<file path="config.mk">
export PLATFORM = sky130hd
export DESIGN_NAME = glob_pattern_parser
export DESIGN_NICKNAME = d
export VERILOG_FILES = /design/src/design/gpp_pkg.sv /design/src/design/glob_pattern_parser.sv /design/src/design/gpp_front.sv /design/src/design/gpp_queue.sv /design/src/design/gpp_back.sv
export VERILOG_INCLUDE_DIRS = /design/src /design/src/design
export SDC_FILE = /design/constraint.sdc
export NUM_CORES = 1
export LEC_CHECK = 0
export BUFFER_PORTS_ARGS = -buffer_cell sky130_fd_sc_hd__buf_2
export CORE_MARGIN = 3
export CORE_UTILIZATION = 50
export CTS_CLUSTER_SIZE = 25
export DETAILED_ROUTE_END_ITERATION = 6
export PLACE_DENSITY = 0.67
export SLEW_MARGIN = 20
export SYNTH_ARGS = -nofsm -noshare
export SYNTH_HDL_FRONTEND = slang
export SYNTH_SLANG_ARGS = --single-unit
</file>
<file path="constraint.sdc">
create_clock -name clk -period 16.5 [get_ports clk]
set_clock_uncertainty 0.1 [all_clocks]
set_input_delay 3.3 -clock clk [delete_from_list [all_inputs] [get_ports clk]]
set_output_delay 3.3 -clock clk [all_outputs]
set_load 0.02 [all_outputs]
</file>
<file path="src/design/glob_pattern_parser_defines.svh">
// Assertion macros for the glob pattern parser.
// Needs nothing; included by the modules that check their own logic.
`ifndef GLOB_PATTERN_PARSER_DEFINES_SVH
`define GLOB_PATTERN_PARSER_DEFINES_SVH
`ifndef SYNTHESIS
`define GPP_ASSERT(label, clk, rst_n, prop, msg) \
	label: assert property (@(posedge clk) disable iff (!rst_n) (prop)) else $error(msg);
`define GPP_ASSERT_ALWAYS(label, clk, prop, msg) \
	label: assert property (@(posedge clk) (prop)) else $error(msg);
`else
`define GPP_ASSERT(label, clk, rst_n, prop, msg)
`define GPP_ASSERT_ALWAYS(label, clk, prop, msg)
`endif
`endif

</file>
<file path="src/design/gpp_pkg.sv">
// Shared types and constants for the glob pattern parser.
// No dependencies.
package gpp_pkg;
	localparam logic [7:0] CH_QUESTION = 8'h3F;
	localparam logic [7:0] CH_STAR     = 8'h2A;
	localparam logic [7:0] CH_OPEN     = 8'h5B;
	localparam logic [7:0] CH_CLOSE    = 8'h5D;
	localparam logic [7:0] CH_BANG     = 8'h21;
	localparam logic [7:0] CH_DASH     = 8'h2D;
	localparam logic [7:0] CH_BSLASH   = 8'h5C;

	localparam logic [2:0] KIND_CHAR  = 3'd0;
	localparam logic [2:0] KIND_CLASS = 3'd1;
	localparam logic [2:0] KIND_NEG   = 3'd2;
	localparam logic [2:0] KIND_WILD  = 3'd3;
	localparam logic [2:0] KIND_GLOB  = 3'd4;

	// Back-end operation codes carried in the queue
	localparam logic [2:0] OP_NONE   = 3'd0; // emit nothing (end result only)
	localparam logic [2:0] OP_SIMPLE = 3'd1; // char / wildcard / glob atom
	localparam logic [2:0] OP_OPEN   = 3'd2; // clear set
	localparam logic [2:0] OP_ADD    = 3'd3; // add one member
	localparam logic [2:0] OP_RANGE  = 3'd4; // add inclusive signed range
	localparam logic [2:0] OP_ADDCLS = 3'd5; // add member then close class
	localparam logic [2:0] OP_CLOSE  = 3'd6; // close class

	localparam int QUEUE_DEPTH = 4;

	// Classified command from front to back
	typedef struct packed {
		logic [2:0] op;
		logic [2:0] kind;
		logic [7:0] lo;
		logic [7:0] hi;
		logic       emit;   // produces a result
		logic       fin;
		logic       valid;
	} cmd_t;
endpackage

</file>
<file path="src/design/glob_pattern_parser.sv">
// Channel  | dir | handshake    | fields
// input    | in  | push / full  | char_byte, final_byte
// result   | out | pop / empty  | atom_present .. name_valid
// One byte per cycle while the queue is not full; a taken byte passes through the
// command queue and then the output register before its result is on the ports.
// The front phase machine decides each byte combinationally; the back end ORs one
// range mask into the 256-bit class set per command.
// A four-entry command queue lets the front keep accepting while results wait.
// Reset (arst_n low) clears phase, queue and result register at once.
// Top level of the glob pattern parser; uses gpp_pkg, gpp_front, gpp_queue, gpp_back.
module glob_pattern_parser import gpp_pkg::*; #(
	parameter int DEPTH = QUEUE_DEPTH
) (
	input  logic        clk,
	input  logic        arst_n,
	input  logic        push,
	output logic        full,
	input  logic [7:0]  char_byte,
	input  logic        final_byte,
	input  logic        pop,
	output logic        empty,
	output logic        atom_present,
	output logic [2:0]  atom_kind,
	output logic [7:0]  atom_char,
	output logic [63:0] set_bits_0,
	output logic [63:0] set_bits_1,
	output logic [63:0] set_bits_2,
	output logic [63:0] set_bits_3,
	output logic        name_end,
	output logic        name_valid
);
	cmd_t f_cmd, b_cmd;
	logic f_valid, q_full, q_empty, b_take;

	assign full = q_full;

	gpp_front u_front (
		.clk(clk), .arst_n(arst_n), .in_take(push && !q_full),
		.in_char(char_byte), .in_fin(final_byte), .cmd(f_cmd), .cmd_valid(f_valid)
	);

	gpp_queue #(.DEPTH(DEPTH)) u_queue (
		.clk(clk), .arst_n(arst_n), .wr_en(f_valid), .wr_cmd(f_cmd), .q_full(q_full),
		.rd_en(b_take), .rd_cmd(b_cmd), .q_empty(q_empty)
	);

	gpp_back u_back (
		.clk(clk), .arst_n(arst_n), .cmd(b_cmd), .cmd_avail(!q_empty), .cmd_take(b_take),
		.pop(pop), .empty(empty), .atom_present(atom_present), .atom_kind(atom_kind),
		.atom_char(atom_char), .set_bits_0(set_bits_0), .set_bits_1(set_bits_1),
		.set_bits_2(set_bits_2), .set_bits_3(set_bits_3), .name_end(name_end),
		.name_valid(name_valid)
	);
endmodule

</file>
<file path="src/design/gpp_front.sv">
// Front end: byte-at-a-time phase machine that classifies bytes into commands.
// Depends on gpp_pkg.
module gpp_front import gpp_pkg::*; (
	input  logic       clk,
	input  logic       arst_n,
	input  logic       in_take,
	input  logic [7:0] in_char,
	input  logic       in_fin,
	output cmd_t       cmd,
	output logic       cmd_valid
);
	localparam logic [3:0] PH_IDLE = 4'd0, PH_ESC_TOP = 4'd1, PH_CLASS_OPEN = 4'd2,
		PH_CLASS_FIRST = 4'd3, PH_TAIL = 4'd4, PH_ESC_ELEM = 4'd5, PH_PENDING = 4'd6,
		PH_RANGE_LAST = 4'd7, PH_ESC_LAST = 4'd8;

	logic [3:0] phase_q, ph_n;
	logic       neg_q, neg_n;
	logic [7:0] rs_q, rs_n;
	logic       ok_q, ok_n;
	logic [2:0] op;
	logic [2:0] kind;
	logic [7:0] lo, hi;
	logic       atom;

	// Next phase and command for one byte
	always_comb begin
		ph_n = phase_q;
		neg_n = neg_q;
		rs_n = rs_q;
		ok_n = ok_q;
		op = OP_NONE;
		kind = KIND_CHAR;
		lo = in_char;
		hi = in_char;
		atom = 1'b0;
		if (ok_q) begin
			case (phase_q)
				PH_ESC_TOP: begin
					op = OP_SIMPLE; atom = 1'b1; ph_n = PH_IDLE;
				end
				PH_CLASS_OPEN, PH_CLASS_FIRST: begin
					if (phase_q == PH_CLASS_OPEN && in_char == CH_BANG) begin
						neg_n = 1'b1; ph_n = PH_CLASS_FIRST;
					end else if (in_char == CH_BSLASH) begin
						ph_n = PH_ESC_ELEM;
					end else begin
						rs_n = in_char; ph_n = PH_PENDING;
					end
				end
				PH_TAIL: begin
					if (in_char == CH_CLOSE) begin
						op = OP_CLOSE; atom = 1'b1; ph_n = PH_IDLE;
						kind = neg_q ? KIND_NEG : KIND_CLASS;
					end else if (in_char == CH_BSLASH) begin
						ph_n = PH_ESC_ELEM;
					end else begin
						rs_n = in_char; ph_n = PH_PENDING;
					end
				end
				PH_ESC_ELEM: begin
					rs_n = in_char; ph_n = PH_PENDING;
				end
				PH_PENDING: begin
					lo = rs_q;
					hi = rs_q;
					if (in_char == CH_DASH) begin
						ph_n = PH_RANGE_LAST;
					end else if (in_char == CH_CLOSE) begin
						op = OP_ADDCLS; atom = 1'b1; ph_n = PH_IDLE;
						kind = neg_q ? KIND_NEG : KIND_CLASS;
					end else begin
						op = OP_ADD;
						if (in_char == CH_BSLASH) begin
							ph_n = PH_ESC_ELEM;
						end else begin
							rs_n = in_char; ph_n = PH_PENDING;
						end
					end
				end
				PH_RANGE_LAST, PH_ESC_LAST: begin
					if (phase_q == PH_RANGE_LAST && in_char == CH_BSLASH) begin
						ph_n = PH_ESC_LAST;
					end else if ($signed(rs_q) > $signed(in_char)) begin
						ok_n = 1'b0;
					end else begin
						op = OP_RANGE; lo = rs_q; hi = in_char; ph_n = PH_TAIL;
					end
				end
				default: begin
					// idle and unused codes
					ph_n = PH_IDLE;
					if (in_char == CH_QUESTION) begin
						op = OP_SIMPLE; atom = 1'b1; kind = KIND_WILD;
					end else if (in_char == CH_STAR) begin
						op = OP_SIMPLE; atom = 1'b1; kind = KIND_GLOB;
					end else if (in_char == CH_OPEN) begin
						op = OP_OPEN; neg_n = 1'b0; ph_n = PH_CLASS_OPEN;
					end else if (in_char == CH_BSLASH) begin
						ph_n = PH_ESC_TOP;
					end else begin
						op = OP_SIMPLE; atom = 1'b1;
					end
				end
			endcase
		end
		if (in_fin && ok_n && ph_n != PH_IDLE)
			ok_n = 1'b0;
		if (!ok_n) begin
			atom = 1'b0;
			if (op == OP_SIMPLE || op == OP_CLOSE || op == OP_ADDCLS)
				op = OP_NONE;
		end
	end

	assign cmd.op = op;
	assign cmd.kind = kind;
	assign cmd.lo = lo;
	assign cmd.hi = hi;
	assign cmd.emit = atom | in_fin;
	assign cmd.fin = in_fin;
	assign cmd.valid = ok_n;
	assign cmd_valid = in_take && (op != OP_NONE || in_fin);

	// Phase registers
	always_ff @(posedge clk or negedge arst_n) begin
		if (!arst_n) begin
			phase_q <= PH_IDLE;
			neg_q <= 1'b0;
			rs_q <= '0;
			ok_q <= 1'b1;
		end else if (in_take) begin
			if (in_fin) begin
				phase_q <= PH_IDLE;
				neg_q <= 1'b0;
				rs_q <= '0;
				ok_q <= 1'b1;
			end else begin
				phase_q <= ph_n;
				neg_q <= neg_n;
				rs_q <= rs_n;
				ok_q <= ok_n;
			end
		end
	end
endmodule

</file>
<file path="src/design/gpp_queue.sv">
// Short command queue between the front and back ends.
// Depends on gpp_pkg and the assertion macros.
`include "glob_pattern_parser_defines.svh"
module gpp_queue import gpp_pkg::*; #(
	parameter int DEPTH = QUEUE_DEPTH
) (
	input  logic clk,
	input  logic arst_n,
	input  logic wr_en,
	input  cmd_t wr_cmd,
	output logic q_full,
	input  logic rd_en,
	output cmd_t rd_cmd,
	output logic q_empty
);
	localparam int AW = (DEPTH > 1) ? $clog2(DEPTH) : 1;
	cmd_t          mem_q [DEPTH];
	logic [AW-1:0] wp_q, rp_q;
	logic [AW:0]   cnt_q;

	assign q_full = (cnt_q == (AW+1)'(DEPTH));
	assign q_empty = (cnt_q == '0);
	assign rd_cmd = mem_q[rp_q];

	// Storage
	always_ff @(posedge clk) begin
		if (wr_en && !q_full)
			mem_q[wp_q] <= wr_cmd;
	end

	// Pointers and fill count
	always_ff @(posedge clk or negedge arst_n) begin
		if (!arst_n) begin
			wp_q <= '0;
			rp_q <= '0;
			cnt_q <= '0;
		end else begin
			if (wr_en && !q_full)
				wp_q <= (wp_q == AW'(DEPTH-1)) ? '0 : wp_q + 1'b1;
			if (rd_en && !q_empty)
				rp_q <= (rp_q == AW'(DEPTH-1)) ? '0 : rp_q + 1'b1;
			cnt_q <= cnt_q + (AW+1)'(wr_en && !q_full) - (AW+1)'(rd_en && !q_empty);
		end
	end

	`GPP_ASSERT(a_cnt_range, clk, arst_n, cnt_q <= (AW+1)'(DEPTH), "queue overfilled")
	`GPP_ASSERT(a_no_wr_full, clk, arst_n, !(wr_en && q_full), "write into full queue")
	`GPP_ASSERT(a_cnt_step, clk, arst_n,
		(rd_en && !q_empty && !wr_en) |=> cnt_q == $past(cnt_q) - 1'b1, "count slip")
endmodule

</file>
<file path="src/design/gpp_back.sv">
// Back end: applies commands to the class set and builds result items.
// Depends on gpp_pkg and the assertion macros.
`include "glob_pattern_parser_defines.svh"
module gpp_back import gpp_pkg::*; (
	input  logic        clk,
	input  logic        arst_n,
	input  cmd_t        cmd,
	input  logic        cmd_avail,
	output logic        cmd_take,
	input  logic        pop,
	output logic        empty,
	output logic        atom_present,
	output logic [2:0]  atom_kind,
	output logic [7:0]  atom_char,
	output logic [63:0] set_bits_0,
	output logic [63:0] set_bits_1,
	output logic [63:0] set_bits_2,
	output logic [63:0] set_bits_3,
	output logic        name_end,
	output logic        name_valid
);
	logic [255:0] set_q, set_n, rmask;
	logic         out_v_q;
	logic         room;
	logic [7:0]   lo_b, hi_b;
	logic         is_simple, is_cls;

	// Range mask in offset order: flip sign bit so signed order becomes unsigned
	always_comb begin
		lo_b = cmd.lo ^ 8'h80;
		hi_b = cmd.hi ^ 8'h80;
		for (int i = 0; i < 256; i++) begin
			rmask[i ^ 128] = (8'(i) >= lo_b) && (8'(i) <= hi_b);
		end
	end

	always_comb begin
		set_n = set_q;
		case (cmd.op)
			OP_OPEN:  set_n = '0;
			OP_ADD, OP_ADDCLS, OP_RANGE: set_n = set_q | rmask;
			default:  set_n = set_q;
		endcase
	end

	assign room = !out_v_q || pop;
	assign cmd_take = cmd_avail && (!cmd.emit || room);
	assign empty = !out_v_q;

	// Which commands carry an atom
	assign is_simple = (cmd.op == OP_SIMPLE);
	assign is_cls = (cmd.op == OP_CLOSE) || (cmd.op == OP_ADDCLS);

	// Class set
	always_ff @(posedge clk or negedge arst_n) begin
		if (!arst_n)
			set_q <= '0;
		else if (cmd_take)
			set_q <= set_n;
	end

	// Output register
	always_ff @(posedge clk or negedge arst_n) begin
		if (!arst_n) begin
			out_v_q <= 1'b0;
		end else if (cmd_take && cmd.emit) begin
			out_v_q <= 1'b1;
		end else if (pop) begin
			out_v_q <= 1'b0;
		end
	end

	always_ff @(posedge clk) begin
		if (cmd_take && cmd.emit) begin
			atom_present <= is_simple || is_cls;
			atom_kind <= (is_simple || is_cls) ? cmd.kind : 3'd0;
			atom_char <= (is_simple && cmd.kind == KIND_CHAR) ? cmd.lo : 8'd0;
			{set_bits_3, set_bits_2, set_bits_1, set_bits_0} <= is_cls ? set_n : '0;
			name_end <= cmd.fin;
			name_valid <= cmd.fin && cmd.valid;
		end
	end

	`GPP_ASSERT(a_take_room, clk, arst_n, (cmd_take && cmd.emit) |-> room,
		"result overwritten")
	`GPP_ASSERT(a_hold, clk, arst_n, (out_v_q && !pop) |=> out_v_q, "result lost")
endmodule

</file>
Yosys cells after proc, flatten, opt, wreduce, memory -nomap -nowiden
Memory sizes are Yosys's and may differ from the RTL's.
Cells that the tools add are included.
- register bits: 548
- RAM bits: 100
- bits of input ports: 13
- output and inout bits: 272
- word-level logic and storage cells: 944
- memories: 1
- memory list (memory ; words ; width ; read ports ; clocked after memory_dff ; wr ports ; RTL line ; RTL):
    u_queue.mem_q ; 4 ; 25 ; 1 ; 0 ; 1 ; gpp_queue.sv:17 ; cmd_t mem_q [DEPTH];
- add/subtract/negate cells: 4
- magnitude comparators: 513
- eq/ne operators: 33
- multiplexer cells: 75
- bitwise logic cells: 4
- reduce and logical (&&, ||, !) cells: 296
- operators by type and width (cell ; count):
    $ge 8x8->1 const A ; 128
    $le 8x8->1 const A ; 128
    $ge 7x8->1 const A ; 64
    $le 7x8->1 const A ; 64
    $pmux 256 s2 ; 1
    $logic_and 1x1->1 ; 268
    $ge 6x8->1 const A ; 32
    $le 6x8->1 const A ; 32
    $or 256x256->256 ; 1
    $ge 5x8->1 const A ; 16
    $le 5x8->1 const A ; 16
    $mux 8 ; 11
    $ge 4x8->1 const A ; 8
    $le 4x8->1 const A ; 8
    $mux 3 ; 16
    $mux 4 ; 10
    $eq 8x6->1 const B ; 4
    $ge 3x8->1 const A ; 4
    $le 3x8->1 const A ; 4
    $pmux 8 s4 ; 1
    $mux 1 ; 26
    $eq 8x7->1 const B ; 3
    $pmux 4 s6 ; 1
    $eq 3x3->1 const B ; 6
    39 further kinds ; 73

Longest topological paths before layout
- word-level depth: 18
- gate-level depth with buffers: 15
- gate-level depth less buffers: 13

Cells and area by module
From an unflattened synthesis, not the netlist that was laid out.
- cells, all modules: 2891
- area total of the unflattened synthesis: 31260.0 um2
- modules (own cells, without submodules) (module ; times used ; cells each ; area each (um2) ; sequential area each (um2)):
    gpp_back ; 1 ; 2518 ; 25545.8 ; 14538.9
    gpp_queue ; 1 ; 175 ; 4087.7 ; 3178.0
    gpp_front ; 1 ; 196 ; 1609.0 ; 351.6
    glob_pattern_parser ; 1 ; 2 ; 17.5 ; 0.0

Least setup slack after synthesis
No wires, ideal clock.
- kind: input -> register
- start point: input pop
- end point: register u_back.out_v_q
- library setup time: 0.106 ns
- arrival: 10.493 ns
- required time: 16.294 ns
- setup slack: 5.801 ns
- cell stages on the path: 6
- path buffers: 0
- path through: nor2_1 -> nand2_1 -> o31ai_1 -> inv_2 -> and2_1 -> or2_2
- cells in the longest elaborated chain, start to end: 5
- elaborated cells on any way between the ends: 6
- those cells by class: mux: 1; reduce/logical: 5
- RTL lines (item ; RTL line ; RTL):
    from (decl) ; glob_pattern_parser.sv:20 ; input logic pop,
    $logic_or 1x1->1 ; gpp_back.sv:46 ; assign room = !out_v_q || pop;
    $logic_or 1x1->1 ; gpp_back.sv:47 ; assign cmd_take = cmd_avail && (!cmd.emit || room);
    $logic_and 1x1->1 ; gpp_back.sv:47 ;
    $logic_and 1x1->1 ; gpp_back.sv:66 ; end else if (cmd_take && cmd.emit) begin
    $mux 1 / $reduce_bool 2->1 (equally long branches) ; n/a ;
    to (signal assigned) ; gpp_back.sv:65 ; out_v_q <= 1'b0;
    to (signal assigned) ; gpp_back.sv:67 ; out_v_q <= 1'b1;
    to (signal assigned) ; gpp_back.sv:69 ; out_v_q <= 1'b0;
    to (decl) ; gpp_back.sv:23 ; logic out_v_q;
Parallel ways exist; a longest one is shown, timed or not.
A chain may end at the register's enable or synchronous reset.

Worst setup path in the final report
- start point: input pop
- end point: register u_back.set_bits_1[8] (enable)
- cells in the longest elaborated chain, start to end: 4
- RTL lines (item ; RTL line ; RTL):
    $logic_or 1x1->1 ; gpp_back.sv:46 ;
    $logic_or 1x1->1 ; gpp_back.sv:47 ;
    $logic_and 1x1->1 ; gpp_back.sv:47 ;
    $logic_and 1x1->1 ; gpp_back.sv:74 ; if (cmd_take && cmd.emit) begin
    to (signal assigned) ; gpp_back.sv:78 ; {set_bits_3, set_bits_2, set_bits_1, set_bits_0} <= is_cls ? set_n : '0;
    to (decl) ; gpp_back.sv:16 ; output logic [63:0] set_bits_1,
No other way between the ends.

==> results by stage <==
Status:
- The run finished, with violations left.
- The checks that failed: design-rule violations.

Layout:
- After the last flow step, the layout net total stands at about 3000.
- The area added between synthesis and finish is 13.8%.
- The area of combinational cells with multiple inputs is 0.0113 mm2.
- Of the cells placed in the final design, the portion with a size suffix greater than 1 is 0.195.
- The sequential cell area is between 0.015 and 0.02 mm2.
- The layout filler cell count is approximately 5000.
- The summed area of non-filler cells in the final layout is 0.0346 mm2.

Clocking:
- The deepest clock path buffer count is 3.
- The count of cells resized by post-cts repair is 0.
- The count of hold-fix buffers inserted at cts is 0.
- The clock tree root driver cell is sky130_fd_sc_hd__clkbuf_16.
- The clock insertion delay at the later pin of the skew report is 0.63 ns.
- The H-tree depth is 3.
- The TritonCTS clock tree is done.
- In this run, CTS created clock tree buffers numbering 68.
- The post-CTS clock slew at the launch and capture registers of the worst setup and hold paths is ~0.060 ns.
- For this design, the sink count on the clock tree is approximately 650.
- After clock tree synthesis, the setup repair step added 0 buffers.

Route:
- In this run the remaining antenna-violating nets after routing total 0.
- The via total after detailed routing is 25626.
- The number of search-and-repair iterations in the first detailed-routing pass is 7.
- The via-per-instance ratio is 6.77.
- The DRC violation count after routing is 5.
- The count of routing violations after the opening detailed-route iteration is roughly 3300.
- The post-detailed-routing wire length is 123 mm.
- In the final routed layout, each cell accounts on average for roughly 33 um.

Place:
- Detailed placement ended at an HPWL of about 86 mm.
- Routability-driven placement finished with a final weighted congestion of 1.16.
- The instance area after placement is 0.0323 mm2.
- Buffers placed on the I/O ports in this run total 284.

Synthesis:
- The yosys synthesis warning count is 0.
- In this run, synthesis inferred 370 flip-flops with an integrated enable.
- Among all flip-flop cells after synthesis, the most frequent one is sky130_fd_sc_hd__edfxtp_1.
- The count of different cell masters after synthesis is 94.
- After synthesis the cells add up to 0.0304 mm2.
- The share of the Yosys chip area taken by registers is 0.594.
- Dividing the synthesized area by the synthesized cell count gives roughly 11 um2.
- The async set-or-reset flop fraction in the synthesized netlist is 0.429.
- The net count after synthesis is roughly 2800.
- The flip-flop and latch count after synthesis is 648.
- Counting every instance in the synthesized netlist gives 2752.

STA:
- Setup repair after global routing left no endpoint under its margin.
- The final critical delay including setup and external delays is 6.78 ns.
- The final number of hold-violating endpoints is 0.
- The highest attainable clock frequency is 147 MHz.
- Setup violations remaining at the end of the flow were counted as 0.
- The final max-slew violation count is 0.
- Of the available clock period, the critical path in the final layout requires 0.411.
- The aggregate negative setup slack is 0 ns.
- The worst relative slew slack is 0.145.
- The transition at the pin with the smallest max-transition slack is 1.28 ns.

Floorplan:
- The effective utilization at floorplan is 0.511.
- The total die area is 0.0639 mm2.
- In this run the core area contains 89 standard-cell rows.
- The floorplan core area is 0.0596 mm2.
- The top-level I/O count is about 290.
- From bottom edge to top edge, the die measures 253 um.
- The die is 253 um wide.

Setup path:
- The capturing point of the worst reg2reg path is u_back.set_bits_1[8]$_SDFFCE_PN0P_.
- The critical path start-end classification is input pin to flop.
- The critical path required time is 16.63 ns.
- The data arrival at the endpoint of the critical path is 6.91 ns.
- The sort of element at the start of the critical path is an input pin.
- The worst reg-to-reg setup slack is ~11 ns.
- The depth of the worst register-to-register path is 9.
- The type of destination of the critical path is a flop.
- In this run the worst setup path begins at pop.
- The peak fanout along the critical path is a little under 80.
- In this run the critical register-to-register path is launched from u_queue.rp_q[0]$_DFFE_PN0P_.
- The capture point of the worst path is u_back.set_bits_1[8]$_SDFFCE_PN0P_.

Global route:
- The largest net degree at the start of global routing is 94.
- The number of global-route vias before repair was between 20000 and 25000.
- The sum of overflow across all layers after global routing is 0.
- The combined global-route utilization of all metal layers is 0.380.
- The global-route wire length before repair is 174 mm.
- The number of antenna violations at the first check in global routing came to 2.

Worst hold path:
- The worst hold-check path type is flop to flop.

Run:
- The tool flagged a number of max-cap violations equal to 0.
## cells in the final DEF (no fill, tap or decap), drive strengths merged, types with 10 or more instances in the layout
master	instances
clkinv	30
mux2	27
inv	44
buf	338
nand3	18
a31oi	14
a22oi	10
clkbuf	79
nor3	52
nor2	374
a22o	159
o22ai	17
a32o	22
nand2b	19
and2	24
o21ai	192
dfrtp	277
nand2	324
o221ai	23
or2	16
ha	15
o21a	22
a211oi	48
edfxtp	370
mux2i	21
o31ai	13
o211ai	27
a221oi	26
mux4	25
a21oi	276
## worst max-delay path, stage by stage
cell and delay, ns:
sky130_fd_sc_hd__buf_2 0.08, sky130_fd_sc_hd__nor2_1 0.06, sky130_fd_sc_hd__nand2_1 0.11, sky130_fd_sc_hd__o31ai_4 0.07, sky130_fd_sc_hd__buf_4 0.26, sky130_fd_sc_hd__clkinv_2 0.66
sky130_fd_sc_hd__and2_4 0.64, sky130_fd_sc_hd__buf_4 0.69, sky130_fd_sc_hd__buf_4 0.86
## logic make-up after synthesis
| family | after synthesis | share of synthesized area |
|---|---|---|
| AOI/OAI and AO/OA | 894 | 0.197 |
| xor gates and xnor gates | 3 | 0.000864 |
| adders and majority gates | 16 | 0.00683 |
| buffers and inverters | 243 | 0.0379 |
| DFF | 648 | 0.594 |
| muxes | 73 | 0.0355 |
| and+or+nand+nor | 875 | 0.128 |
## flip-flops by register name (all words and copies together) (netlist names)
signal               count
u_back.atom_kind         3
u_back.out_v_q           1
u_back.set_bits_3       64
u_front.ok_q             1
u_back.set_bits_1       64
u_back.set_q           256
u_back.atom_char         8
u_back.set_bits_2       64
u_queue.mem_q          100
u_queue.wp_q             2
u_back.name_valid        1
u_back.atom_present      1
u_front.rs_q             8
u_back.name_end          1
u_back.set_bits_0       64
u_queue.rp_q             2
u_queue.cnt_q            3
u_front.neg_q            1
u_front.phase_q          4
## area by class of cell
type                            count  area share
Antenna cell                        3    0.000217
Clock buffer                       78      0.0523
Clock inverter                     46      0.0151
Inverter                           40     0.00437
Multi-Input combinational cell   1861       0.325
Sequential cell                   648       0.522
Tap cell                          773      0.0279
Timing Repair Buffer              339      0.0535
## Yosys cell counts (9+ instances only)
master	n	area (um2)
sky130_fd_sc_hd__a211oi_1	41	308
sky130_fd_sc_hd__a21o_1	9	67.6
sky130_fd_sc_hd__a21oi_1	273	1370
sky130_fd_sc_hd__a221oi_1	23	201
sky130_fd_sc_hd__a22o_1	159	1390
sky130_fd_sc_hd__a22oi_1	10	75.1
sky130_fd_sc_hd__a31oi_1	13	81.3
sky130_fd_sc_hd__a32o_1	22	220
sky130_fd_sc_hd__and2_1	21	131
sky130_fd_sc_hd__buf_1	12	45.0
sky130_fd_sc_hd__buf_2	54	270
sky130_fd_sc_hd__buf_4	12	90.1
sky130_fd_sc_hd__buf_6	17	191
sky130_fd_sc_hd__clkbuf_1	108	405
sky130_fd_sc_hd__dfrtp_1	277	6930
sky130_fd_sc_hd__edfxtp_1	370	11100
sky130_fd_sc_hd__ha_1	15	188
sky130_fd_sc_hd__inv_1	39	146
sky130_fd_sc_hd__mux2_2	24	270
sky130_fd_sc_hd__mux2i_1	21	210
sky130_fd_sc_hd__mux4_2	25	563
sky130_fd_sc_hd__nand2_1	318	1190
sky130_fd_sc_hd__nand2b_1	18	113
sky130_fd_sc_hd__nand3_1	17	85.1
sky130_fd_sc_hd__nor2_1	355	1330
sky130_fd_sc_hd__nor2_2	12	75.1
sky130_fd_sc_hd__nor3_1	45	225
sky130_fd_sc_hd__o211ai_1	27	203
sky130_fd_sc_hd__o21a_1	22	165
sky130_fd_sc_hd__o21ai_0	164	821
sky130_fd_sc_hd__o21ai_1	22	110
sky130_fd_sc_hd__o221ai_1	23	201
sky130_fd_sc_hd__o22ai_1	17	106
sky130_fd_sc_hd__o31ai_1	13	97.6
sky130_fd_sc_hd__or2_1	9	56.3
## worst min path at each step
stage                                        startpoint                       endpoint  slack [ns]  depth (start not counted)
after CTS                 u_back.set_q[239]$_DFFE_PN0P_  u_back.set_q[239]$_DFFE_PN0P_        0.38                          2
after global placement    u_back.set_q[218]$_DFFE_PN0P_  u_back.set_q[218]$_DFFE_PN0P_        0.36                          2
after detailed placement   u_back.set_q[71]$_DFFE_PN0P_   u_back.set_q[71]$_DFFE_PN0P_        0.37                          2
final                      u_back.set_q[71]$_DFFE_PN0P_   u_back.set_q[71]$_DFFE_PN0P_        0.38                          2
after global routing       u_back.set_q[14]$_DFFE_PN0P_   u_back.set_q[14]$_DFFE_PN0P_        0.40                          2
after floorplan           u_back.set_q[170]$_DFFE_PN0P_  u_back.set_q[170]$_DFFE_PN0P_        0.35                          2
## per-stage QoR
| stage | hold slack, ns | utilization | cells | worst slack, ns |
|---|---|---|---|---|
| 3_3_place_gp | 0.360 | 0.542 | 3659 | 9.23 |
| 3_5_place_dp | 0.370 | 0.542 | 3660 | 9.10 |
| 6_report | 0.382 | 0.581 | 3788 | 9.72 |
| 2_1_floorplan | 0.348 | - | 2752 | 5.80 |
| 4_1_cts | 0.383 | 0.581 | 3784 | 9.75 |
| 5_1_grt | 0.400 | 0.581 | 3785 | 9.49 |
## per-layer routing
layer	part of all wire	track usage	vias to the layer above
met5	0.00055	0.000752	-
met4	0.069	0.210	4
met3	0.11	0.134	524
met2	0.42	0.552	1707
met1	0.39	0.500	12785
li1	-	-	10606
Power is not shown: default switching activity piles up to over one toggle a cycle in this logic, so the estimate is an artifact.
